--- config.mk ---
export PLATFORM = sky130hd
export DESIGN_NAME = bresenham_page_line_rasterizer
export DESIGN_NICKNAME = d
export VERILOG_FILES = /design/src/rtl/core/brpl_pkg.sv /design/src/rtl/core/brpl_front.sv /design/src/rtl/core/brpl_queue.sv /design/src/rtl/core/brpl_back.sv /design/src/rtl/core/bresenham_page_line_rasterizer.sv
export SDC_FILE = /design/constraint.sdc
export NUM_CORES = 2
export LEC_CHECK = 0
export ABC_CLOCK_PERIOD_IN_PS = 6700
export CORE_ASPECT_RATIO = 1.2
export CORE_UTILIZATION = 50
export DETAILED_ROUTE_END_ITERATION = 6
export DONT_BUFFER_PORTS = 1
export MAX_ROUTING_LAYER = met4
export PLACE_DENSITY = 0.67
export REMOVE_ABC_BUFFERS = 1
export SYNTH_ARGS = -nofsm -noshare
export SYNTH_HDL_FRONTEND = slang
export SYNTH_SLANG_ARGS = --single-unit
export TNS_END_PERCENT = 10
--- constraint.sdc ---
create_clock -name i_clk -period 6.7 [get_ports i_clk]
set_input_delay 1.34 -clock i_clk [delete_from_list [all_inputs] [get_ports i_clk]]
set_output_delay 1.34 -clock i_clk [all_outputs]
set_load 0.02 [all_outputs]
--- src/rtl/core/brpl_pkg.sv ---
// Shared types and constants for the page-buffer line rasterizer.
package brpl_pkg;

    localparam int unsigned PAGE_ROWS = 8;
    localparam int unsigned PAGE_BITS = $clog2(PAGE_ROWS);
    localparam int unsigned YHI_W     = 9 - PAGE_BITS;
    localparam int unsigned QDEPTH    = 2;

    typedef enum logic [1:0] {
        CMD_CLEAR = 2'd0,
        CMD_LINE  = 2'd1,
        CMD_READ  = 2'd2,
        CMD_NONE  = 2'd3
    } t_cmd;

    typedef enum logic [2:0] {
        BS_IDLE,
        BS_WALK,
        BS_DRAIN,
        BS_READ,
        BS_DONE
    } t_bstate;

    // Classified request as it sits in the queue
    typedef struct packed {
        t_cmd               cmd;
        logic signed [9:0]  x0;
        logic signed [9:0]  y0;
        logic signed [9:0]  x1;
        logic signed [9:0]  y1;
        logic signed [9:0]  dx;
        logic signed [9:0]  dy;
        logic               sx_neg;
        logic               sy_neg;
        logic               rd_ok;
        logic [6:0]         rd_col;
    } t_req;

endpackage

--- src/rtl/core/brpl_front.sv ---
// Front end: accepts requests, decodes the command and precomputes line deltas.
module brpl_front import brpl_pkg::*; #(
    parameter int COLUMNS = 128
) (
    input  logic              i_valid,
    output logic              o_ready,
    input  logic [1:0]        i_cmd,
    input  logic signed [8:0] i_x_start,
    input  logic signed [8:0] i_y_start,
    input  logic signed [8:0] i_x_end,
    input  logic signed [8:0] i_y_end,
    input  logic [6:0]        i_read_column,
    input  logic              i_q_full,
    output logic              o_push,
    output t_req              o_req
);

    logic signed [9:0] w_x0, w_y0, w_x1, w_y1;
    logic signed [9:0] w_diff_x, w_diff_y;

    assign w_x0 = {i_x_start[8], i_x_start};
    assign w_y0 = {i_y_start[8], i_y_start};
    assign w_x1 = {i_x_end[8], i_x_end};
    assign w_y1 = {i_y_end[8], i_y_end};

    assign w_diff_x = w_x1 - w_x0;
    assign w_diff_y = w_y1 - w_y0;

    assign o_ready = !i_q_full;
    assign o_push  = i_valid && !i_q_full;

    always_comb begin
        o_req.cmd    = t_cmd'(i_cmd);
        o_req.x0     = w_x0;
        o_req.y0     = w_y0;
        o_req.x1     = w_x1;
        o_req.y1     = w_y1;
        // dx is the magnitude, dy the negated magnitude
        o_req.dx     = w_diff_x[9] ? -w_diff_x : w_diff_x;
        o_req.dy     = w_diff_y[9] ? w_diff_y : -w_diff_y;
        o_req.sx_neg = w_diff_x[9] || (w_diff_x == 10'sd0);
        o_req.sy_neg = w_diff_y[9] || (w_diff_y == 10'sd0);
        o_req.rd_ok  = ({2'b00, i_read_column} < 9'(COLUMNS));
        o_req.rd_col = i_read_column;
    end

endmodule

--- src/rtl/core/brpl_queue.sv ---
// Short request queue between the front end and the back end.
module brpl_queue import brpl_pkg::*; (
    input  logic i_clk,
    input  logic i_rst_n,
    input  logic i_push,
    input  t_req i_req,
    output logic o_full,
    input  logic i_pop,
    output logic o_empty,
    output t_req o_head
);

    localparam int PW = (QDEPTH > 1) ? $clog2(QDEPTH) : 1;

    t_req           r_q [QDEPTH];
    logic [PW-1:0]  r_wr_ptr, n_wr_ptr;
    logic [PW-1:0]  r_rd_ptr, n_rd_ptr;
    logic [PW:0]    r_count, n_count;

    assign o_full  = (r_count == (PW+1)'(QDEPTH));
    assign o_empty = (r_count == '0);
    assign o_head  = r_q[r_rd_ptr];

    always_comb begin
        n_wr_ptr = r_wr_ptr;
        n_rd_ptr = r_rd_ptr;
        n_count  = r_count;
        if (i_push) begin
            n_wr_ptr = (r_wr_ptr == PW'(QDEPTH - 1)) ? '0 : r_wr_ptr + 1'b1;
        end
        if (i_pop) begin
            n_rd_ptr = (r_rd_ptr == PW'(QDEPTH - 1)) ? '0 : r_rd_ptr + 1'b1;
        end
        case ({i_push, i_pop})
            2'b10:   n_count = r_count + 1'b1;
            2'b01:   n_count = r_count - 1'b1;
            default: n_count = r_count;
        endcase
    end

    always_ff @(posedge i_clk) begin
        if (!i_rst_n) begin
            r_wr_ptr <= '0;
            r_rd_ptr <= '0;
            r_count  <= '0;
        end else begin
            r_wr_ptr <= n_wr_ptr;
            r_rd_ptr <= n_rd_ptr;
            r_count  <= n_count;
        end
    end

    always_ff @(posedge i_clk) begin
        if (i_push) begin
            r_q[r_wr_ptr] <= i_req;
        end
    end

endmodule

--- src/rtl/core/brpl_back.sv ---
// Back end: page buffer, Bresenham walker and result register.
module brpl_back import brpl_pkg::*; #(
    parameter int COLUMNS = 128
) (
    input  logic       i_clk,
    input  logic       i_rst_n,
    input  logic       i_cfg_we,
    input  logic [2:0] i_cfg_data,
    input  logic       i_q_empty,
    input  t_req       i_q_head,
    output logic       o_q_pop,
    output logic       o_valid,
    output logic [7:0] o_column_bits,
    input  logic       i_ready
);

    localparam int AW = (COLUMNS > 1) ? $clog2(COLUMNS) : 1;

    t_bstate            r_state, n_state;
    logic [2:0]         r_page;

    logic signed [9:0]  r_wx, r_wy, r_xe, r_ye, r_dx, r_dy;
    logic signed [11:0] r_err;
    logic               r_sx_neg, r_sy_neg;

    logic [7:0]         r_mem [COLUMNS];
    logic [7:0]         r_rdata;
    logic [COLUMNS-1:0] r_colv;

    logic               r_p1_vld;
    logic [AW-1:0]      r_p1_addr;
    logic [PAGE_BITS-1:0] r_p1_bit;
    logic               r_last_vld;
    logic [AW-1:0]      r_last_addr;
    logic [7:0]         r_last_data;

    logic               r_rd_ok;
    logic [AW-1:0]      r_rd_addr;
    logic [7:0]         r_res;
    logic               r_out_vld;
    logic [7:0]         r_out_bits;

    logic               w_at_end, w_x_on, w_y_on, w_plot;
    logic               w_load_line, w_clr, w_out_ld, w_is_read;
    logic signed [12:0] w_e2, w_dx13, w_dy13;
    logic               w_step_x, w_step_y;
    logic signed [11:0] n_err;
    logic [8:0]         w_col9;
    logic [AW-1:0]      w_rd_addr;
    logic [7:0]         w_base, w_wdata;

    // Walker arithmetic
    assign w_at_end = (r_wx == r_xe) && (r_wy == r_ye);
    assign w_x_on   = !r_wx[9] && ({1'b0, r_wx[8:0]} < 10'(COLUMNS));
    assign w_y_on   = !r_wy[9] && (r_wy[8:PAGE_BITS] == YHI_W'(r_page));
    assign w_e2     = {r_err[11], r_err[11:0]} <<< 1;
    assign w_dx13   = {{3{r_dx[9]}}, r_dx};
    assign w_dy13   = {{3{r_dy[9]}}, r_dy};
    assign w_step_x = (w_e2 >= w_dy13);
    assign w_step_y = (w_e2 <= w_dx13);
    assign n_err    = r_err
                    + (w_step_x ? {{2{r_dy[9]}}, r_dy} : 12'sd0)
                    + (w_step_y ? {{2{r_dx[9]}}, r_dx} : 12'sd0);

    assign w_col9   = {2'b00, i_q_head.rd_col};

    // Next state
    always_comb begin
        n_state = r_state;
        case (r_state)
            BS_IDLE: begin
                if (!i_q_empty) begin
                    case (i_q_head.cmd)
                        CMD_LINE: n_state = BS_WALK;
                        CMD_READ: n_state = BS_READ;
                        default:  n_state = BS_DONE;
                    endcase
                end
            end
            BS_WALK: begin
                if (w_at_end) begin
                    n_state = BS_DRAIN;
                end
            end
            BS_DRAIN: n_state = BS_DONE;
            BS_READ:  n_state = BS_DONE;
            BS_DONE: begin
                if (!r_out_vld || i_ready) begin
                    n_state = BS_IDLE;
                end
            end
            default:  n_state = BS_IDLE;
        endcase
    end

    // State outputs
    always_comb begin
        o_q_pop     = 1'b0;
        w_load_line = 1'b0;
        w_clr       = 1'b0;
        w_plot      = 1'b0;
        w_out_ld    = 1'b0;
        w_is_read   = 1'b0;
        w_rd_addr   = r_wx[AW-1:0];
        case (r_state)
            BS_IDLE: begin
                o_q_pop     = !i_q_empty;
                w_load_line = !i_q_empty && (i_q_head.cmd == CMD_LINE);
                w_clr       = !i_q_empty && (i_q_head.cmd == CMD_CLEAR);
                w_rd_addr   = w_col9[AW-1:0];
            end
            BS_WALK:  w_plot    = w_x_on && w_y_on;
            BS_READ:  w_is_read = 1'b1;
            BS_DONE:  w_out_ld  = !r_out_vld || i_ready;
            default:  w_plot    = 1'b0;
        endcase
    end

    // Merge with the write still in flight to the same column
    assign w_base  = (r_last_vld && (r_last_addr == r_p1_addr)) ? r_last_data :
                     (r_colv[r_p1_addr] ? r_rdata : 8'h00);
    assign w_wdata = w_base | (8'h01 << r_p1_bit);

    always_ff @(posedge i_clk) begin
        if (!i_rst_n) begin
            r_state    <= BS_IDLE;
            r_page     <= 3'd0;
            r_colv     <= '0;
            r_p1_vld   <= 1'b0;
            r_last_vld <= 1'b0;
            r_out_vld  <= 1'b0;
        end else begin
            r_state  <= n_state;
            r_p1_vld <= w_plot;
            if (i_cfg_we) begin
                r_page <= i_cfg_data;
            end
            if (w_clr) begin
                r_colv <= '0;
            end else if (r_p1_vld) begin
                r_colv[r_p1_addr] <= 1'b1;
            end
            if (r_state == BS_IDLE) begin
                r_last_vld <= 1'b0;
            end else if (r_p1_vld) begin
                r_last_vld <= 1'b1;
            end
            if (w_out_ld) begin
                r_out_vld <= 1'b1;
            end else if (i_ready) begin
                r_out_vld <= 1'b0;
            end
        end
    end

    // Walker and payload registers
    always_ff @(posedge i_clk) begin
        if (w_load_line) begin
            r_wx     <= i_q_head.x0;
            r_wy     <= i_q_head.y0;
            r_xe     <= i_q_head.x1;
            r_ye     <= i_q_head.y1;
            r_dx     <= i_q_head.dx;
            r_dy     <= i_q_head.dy;
            r_sx_neg <= i_q_head.sx_neg;
            r_sy_neg <= i_q_head.sy_neg;
            r_err    <= {{2{i_q_head.dx[9]}}, i_q_head.dx}
                      + {{2{i_q_head.dy[9]}}, i_q_head.dy};
        end else if (r_state == BS_WALK && !w_at_end) begin
            r_err <= n_err;
            if (w_step_x) begin
                r_wx <= r_wx + (r_sx_neg ? 10'sh3FF : 10'sh001);
            end
            if (w_step_y) begin
                r_wy <= r_wy + (r_sy_neg ? 10'sh3FF : 10'sh001);
            end
        end
        r_p1_addr <= r_wx[AW-1:0];
        r_p1_bit  <= r_wy[PAGE_BITS-1:0];
        if (r_p1_vld) begin
            r_last_addr <= r_p1_addr;
            r_last_data <= w_wdata;
        end
        if (o_q_pop) begin
            r_res     <= 8'h00;
            r_rd_ok   <= i_q_head.rd_ok && (i_q_head.cmd == CMD_READ);
            r_rd_addr <= w_col9[AW-1:0];
        end else if (w_is_read) begin
            r_res <= (r_rd_ok && r_colv[r_rd_addr]) ? r_rdata : 8'h00;
        end
        if (w_out_ld) begin
            r_out_bits <= r_res;
        end
    end

    // Page buffer
    always_ff @(posedge i_clk) begin
        if (r_p1_vld) begin
            r_mem[r_p1_addr] <= w_wdata;
        end
        r_rdata <= r_mem[w_rd_addr];
    end

    assign o_valid       = r_out_vld;
    assign o_column_bits = r_out_bits;

    a_plot_in_walk: assert property (@(posedge i_clk) disable iff (!i_rst_n)
        r_p1_vld |-> (r_state == BS_WALK || r_state == BS_DRAIN))
        else $error("buffer write outside a line walk");

    a_clear_all: assert property (@(posedge i_clk) disable iff (!i_rst_n)
        w_clr |=> (r_colv == '0))
        else $error("clear left valid columns");

    a_walk_to_end: assert property (@(posedge i_clk) disable iff (!i_rst_n)
        (r_state == BS_WALK && !w_at_end) |=> (r_state == BS_WALK))
        else $error("walk left before reaching the end point");

    a_done_waits: assert property (@(posedge i_clk) disable iff (!i_rst_n)
        (r_state == BS_DONE && r_out_vld && !i_ready) |=> (r_state == BS_DONE))
        else $error("result dropped while output stalled");

endmodule

--- src/rtl/core/bresenham_page_line_rasterizer.sv ---
// Top level of the page-buffer Bresenham line rasterizer.
//
//  channel   direction  handshake             payload
//  request   in         i_valid / o_ready     i_cmd, i_x_start, i_y_start, i_x_end,
//                                             i_y_end, i_read_column
//  result    out        o_valid / i_ready     o_column_bits
//  config    in         i_cfg_we              i_cfg_data (active page)
//
// A line passes through load, a walk step per point, drain and result; a read
// passes load, read and result; clear and unused commands only load and result.
// The walker steps once per cycle, with the page buffer read in the cycle before
// its read-modify-write; that loop sets the line rate.
// Reset is synchronous and active low and clears all column valid bits at once.
// A two-entry request queue lets the front end accept while the back end
// walks, and the result register holds while the output is stalled.
module bresenham_page_line_rasterizer import brpl_pkg::*; #(
    parameter int COLUMNS = 128
) (
    input  logic              i_clk,
    input  logic              i_rst_n,
    input  logic              i_cfg_we,
    input  logic [2:0]        i_cfg_data,
    input  logic              i_valid,
    output logic              o_ready,
    input  logic [1:0]        i_cmd,
    input  logic signed [8:0] i_x_start,
    input  logic signed [8:0] i_y_start,
    input  logic signed [8:0] i_x_end,
    input  logic signed [8:0] i_y_end,
    input  logic [6:0]        i_read_column,
    output logic              o_valid,
    input  logic              i_ready,
    output logic [7:0]        o_column_bits
);

    logic w_push, w_full, w_pop, w_empty;
    t_req w_req, w_head;

    brpl_front #(
        .COLUMNS(COLUMNS)
    ) u_front (
        .i_valid       (i_valid),
        .o_ready       (o_ready),
        .i_cmd         (i_cmd),
        .i_x_start     (i_x_start),
        .i_y_start     (i_y_start),
        .i_x_end       (i_x_end),
        .i_y_end       (i_y_end),
        .i_read_column (i_read_column),
        .i_q_full      (w_full),
        .o_push        (w_push),
        .o_req         (w_req)
    );

    brpl_queue u_queue (
        .i_clk   (i_clk),
        .i_rst_n (i_rst_n),
        .i_push  (w_push),
        .i_req   (w_req),
        .o_full  (w_full),
        .i_pop   (w_pop),
        .o_empty (w_empty),
        .o_head  (w_head)
    );

    brpl_back #(
        .COLUMNS(COLUMNS)
    ) u_back (
        .i_clk         (i_clk),
        .i_rst_n       (i_rst_n),
        .i_cfg_we      (i_cfg_we),
        .i_cfg_data    (i_cfg_data),
        .i_q_empty     (w_empty),
        .i_q_head      (w_head),
        .o_q_pop       (w_pop),
        .o_valid       (o_valid),
        .o_column_bits (o_column_bits),
        .i_ready       (i_ready)
    );

endmodule

Word level (Yosys, flattened, before mapping)
Memories as Yosys holds them, arrays and structs flattened. A register that Yosys moved wholly into a read port is not among the register bits.
Index checks and enable logic that the tools add are counted.
Widths: inputs -> output; s select.

word-level totals
  output and inout bits = 10
  register bits = 264
  memory bits (writable) = 1166
  logic and storage cells = 150
  memories = 2

cells by class
  reduce and logical (&&, ||, !) cells = 38
  muxes and demuxes = 45
  add/subtract/negate cells = 13
  magnitude comparators = 6
  bitwise operators = 3
  eq/ne operators = 16
  shift-type cells = 1

memory list
  memory        depth  bits a word  rd ports  clocked after memory_dff  write ports  line              RTL
  u_back.r_mem  128    8            1         1                         1            brpl_back.sv:26   logic [7:0] r_mem [COLUMNS];
  u_queue.r_q   2      71           1         1                         1            brpl_queue.sv:15  t_req r_q [QDEPTH];

operators with widths
  cell                 number
  $or 128x128->128     1
  $mux 10              10
  $mux 12              4
  $add 12x12->12       2
  $mux 8               3
  $add 10x10->10       2
  $eq 10x10->1         2
  $logic_not 10->1     2
  $neg 10->10          2
  $sub 9x9->10         2
  $mux 1               18
  $lt 7x8->1 const B   2
  $bmux 1 s7           2
  $ge 13x10->1         1
  $le 13x10->1         1
  $pmux 3 s4           1
  $add 10x10->11       1
  $logic_and 1x1->1    11
  $reduce_bool 2->1    5
  $lt 9x8->1 const B   1
  $mux 3               3
  $or 8x8->8           1
  $shl 1x3->8 const A  1
  $demux 1 s7          1
  25 further kinds     43

Longest topological paths before layout
  depth after elaboration = 6
  depth in mapped cells = 24
  mapped depth without buffers = 23

Hierarchy
A second synthesis with hierarchy kept.

second synthesis, totals
  cell total of the unflattened synthesis = 4397
  area total of the unflattened synthesis = 61109.9 um2

by module, submodules not included
  module      area an instance (um2)  cells an instance  instances
  brpl_back   54075.6                 3921               1
  brpl_queue  5391.4                  246                1
  brpl_front  1642.8                  230                1

Worst setup path before layout
No wires, ideal clock.

  path kind = input-to-reg
  start = input i_valid
  end = memory u_queue.r_q[0][0] (netlist bit) (enable)
  data required time = 6.206 ns
  cell stages on the path = 2
  arrival time = 4.250 ns
  path slack = 1.956 ns
  setup time = 0.494 ns
  path buffers = 0
  path through = nand2_1 > nor2_1

on the way
  word-level cells in the longest chain between the ends = 3

RTL lines
  what                          line                                  RTL
  start, declared               bresenham_page_line_rasterizer.sv:23  input logic i_valid,
  $logic_and 1x1->1             brpl_front.sv:30                      assign o_push = i_valid && !i_q_full;
  $mux 1                        brpl_queue.sv:54                      if (i_push) begin
  $mux 1 (implied by the code)  brpl_queue.sv:55                      r_q[r_wr_ptr] <= i_req;
  end, declared                 brpl_queue.sv:15

No other way between the ends.

Worst setup path after layout
  start = register u_back.r_p1_addr[0]
  end = memory u_back.r_mem[106][1], data pin

on the way
  word-level cells in the longest chain between the ends = 5

RTL lines
  what                          line              RTL
  start, declared               brpl_back.sv:31   logic [AW-1:0] r_p1_addr;
  start signal, assigned        brpl_back.sv:178  r_p1_addr <= r_wx[AW-1:0];
  $bmux 1 s7                    brpl_back.sv:121  (r_colv[r_p1_addr] ? r_rdata : 8'h00);
  $mux 1 (implied by the code)  brpl_back.sv:121
  $mux 8                        brpl_back.sv:121
  $mux 8 (*)                    brpl_back.sv:120  assign w_base = (r_last_vld && (r_last_addr == r_p1_addr)) ? r_last_data :
  $or 8x8->8 (*)                brpl_back.sv:122  assign w_wdata = w_base | (8'h01 << r_p1_bit);
  named net u_back.w_wdata[1]   brpl_back.sv:50   logic [7:0] w_base, w_wdata;
  end, declared                 brpl_back.sv:26

Mark *: on every way through the listed nets, which the timed path passes. The rest lies on a longest branch. The select of a mux whose other input is x is not followed.

==> out/results.ini <==
[logic_synthesis]
synth_cell_types=70
ys.flop_type=edfxtp_1
synthCells=4058
ys_seq_area_share_pct=69.63
synth_area_mm2=0.05922
synth-warning-count=0
synth_edf_count=1261
avgSynthCellArea_um2=14.59
ys_async_sr_fraction_pct=0
synth.ff_latch_count=1429

[detailed_routing]
wl_per_cell_um=26.15
drt_iter0_drc=3680
detail-route-antenna-nets=0
vias_per_cell=6.078
first_pass_iters=6
met1_length_um=59950
route.detailed.drc=0
vias=34875
wirelength_um=150100
wl_met2_um=74440
topRoutingLayerUsed=met4
dr_wl_met3_um=10460

[clocking]
clock_latency_ns=0.77
post-cts-setup-buffers=0
h-tree-depth=4
clock_sinks=1429
cts_resized=0
clkTransAtPathRegs_ns=0.06
cts_hold_buf=0
cts_tree=built
cts_max_path_buffers=3
cts_root_buffer=clkbuf_16
cts_buffers=139

[global_routing]
overflow=0
grt_start_max_net_pins=112
grt_pass1_vias=34316
grt_usage_pct=26.03
antenna_found_initial=3
grt_pass1_wl_um=222200

[sta]
relSlewSlack_pct=3.639
fmax_ghz=0.1820
finalMaxSlewViolations=0
finalCritPeriodShare_pct=81.99
min_period_ns=5.493
setup_viol=0
finalHoldViolations=0
rsz0062_at_grt=no
final.setup_skew_ns=0.03948
tightest_slew_ns=1.440
holdWs_ns=0.4312

[cells_and_area]
area_growth_pct=11.42
layout_common_cells=edfxtp_1 (1261), mux2i_1 (416), nand2_1 (341)
final_common_cell=edfxtp_1
fin_area_mm2=0.06598
nets=4258
fill_cells=9183
drive_gt1_share_pct=10.38

[power_and_ir_drop]
ir_drop_mv=0.3942
leakage_nw=23.15
pwr_density_cell_mw_per_mm2=464.7

[critical_path]
path_class=flop to flop
slowest_delay_ns=1.02
cp_max_fo=110
arrival_ns=6.07
cp-start-kind=flop
crit_path_end_kind=flop
slowest_stage=a221o_4
crit_chain=inv_1 > nor3_1 > a22o_1 > a221oi_1 > a41oi_1 > a32oi_1 > a21oi_1 > a221o_4 > buf_4
cp_top_family=compound AO/OA/AOI/OAI gates
worstPathRequired_ns=7.28
crit_buf_inv=2

[floorplanning]
ios=63
die_h_um=379.0
rows=137
dieArea_mm2=0.1198
die_x_um=316.2
start_util_pct=50.65
core_area_mm2=0.1169

[place]
numPortBuffers=0
place_hpwl_um=93680
placed_area_mm2=0.06145
routabilityCongestion=0.9286

[outcome]
status=completed

[flow_run]
maxCapViolCount=0

[worst_hold_path]
min_path_type=flop to flop

## cells in the mapped netlist (56+ instances only)
| cell | number | area [um^2] |
|---|---|---|
| a21oi_1 | 191 | 955.9 |
| buf_2 | 62 | 310.3 |
| clkbuf_1 | 112 | 420.4 |
| dfxtp_1 | 168 | 3363 |
| edfxtp_1 | 1261 | 37870 |
| ha_1 | 86 | 1076 |
| inv_1 | 108 | 405.4 |
| mux2i_1 | 417 | 4174 |
| nand2_1 | 342 | 1284 |
| nor2_1 | 198 | 743.2 |
| nor4_1 | 63 | 394.1 |
| o21a_1 | 143 | 1074 |
| o21ai_0 | 103 | 515.5 |
| o22ai_1 | 182 | 1139 |
| xnor2_1 | 56 | 490.5 |
## where the power goes
group          switching (W)  total (W)  internal (W)
logic                0.00724     0.0108       0.00352
clock network        0.00327    0.00779       0.00452
registers           0.000482     0.0121        0.0116
total                 0.0110     0.0307        0.0197
## state kept, by name, indices dropped and copies added (netlist names), 10 cells and up, named ones only
signal and cells:
u_back.r_mem 1024, u_queue.r_q 134, u_back.r_colv 128, u_back.r_err 12, u_back.r_dx 10, u_back.r_dy 10, u_back.r_wx 10, u_back.r_wy 10
## metrics by stage
step | setup slack [ns] | instances | total power (W) | utilization (%) | TNS, ns
2_1_floorplan | -12.04 | 3852 | 0.01894 | - | -173.23
3_3_place_gp | 1.650 | 5490 | 0.02281 | 52.57 | 0
3_5_place_dp | 1.477 | 5490 | 0.02296 | 52.57 | 0
4_1_cts | 1.447 | 5737 | 0.03072 | 56.44 | 0
5_1_grt | 1.006 | 5738 | 0.03193 | 56.44 | 0
6_report | 1.207 | 5738 | 0.03066 | 56.44 | 0
## worst reg2reg max path, cell delays in order, from the launching register on
cell	delay, ns
dfxtp_2	0.89
inv_1	0.50
nor3_1	0.67
a22o_1	0.25
a221oi_1	0.05
a41oi_1	0.25
a32oi_1	0.14
a21oi_1	0.89
a221o_4	1.03
buf_4	0.62
## layout make-up
class,count,area (um^2),area share [%]
Timing Repair Buffer,109,930.9,1.411
Sequential cell,1429,41240,62.50
Clock inverter,62,661.9,1.003
Multi-Input combinational cell,2313,16960,25.70
Clock buffer,185,3862,5.854
Tap cell,1529,1913,2.899
Inverter,110,412.9,0.6258
Antenna cell,1,2.502,0.003793
## final timing paths
| kind | startpoint | endpoint | slack (ns) | cells past startpoint |
|---|---|---|---|---|
| worst min register to register | u_back.r_res[3] | u_back.o_column_bits[3] | 0.43 | 0 |
| worst max register to register | u_back.r_p1_addr[0] | u_back.r_mem[106][1] | 1.21 | 9 |
| worst max-delay path | u_back.r_p1_addr[0] | u_back.r_mem[106][1] | 1.21 | 9 |
| worst min-delay path | u_back.r_res[3] | u_back.o_column_bits[3] | 0.43 | 0 |
## layer usage
metal	vias up	global-route usage (%)
met5	-	-
met4	0	9.507
met3	297	4.212
met2	1343	42.41
met1	17633	32.89
li1	15602	-
## kinds of logic after synthesis
family	synth area share, %
muxes	9.996
and+or+nand+nor	5.950
adders and majority gates	2.392
DFF	69.63
buffers and inverters	2.153
xor gates and xnor gates	1.168
AOI/OAI and AO/OA	8.714
No activity file was read; power rests on OpenSTA's default activity.
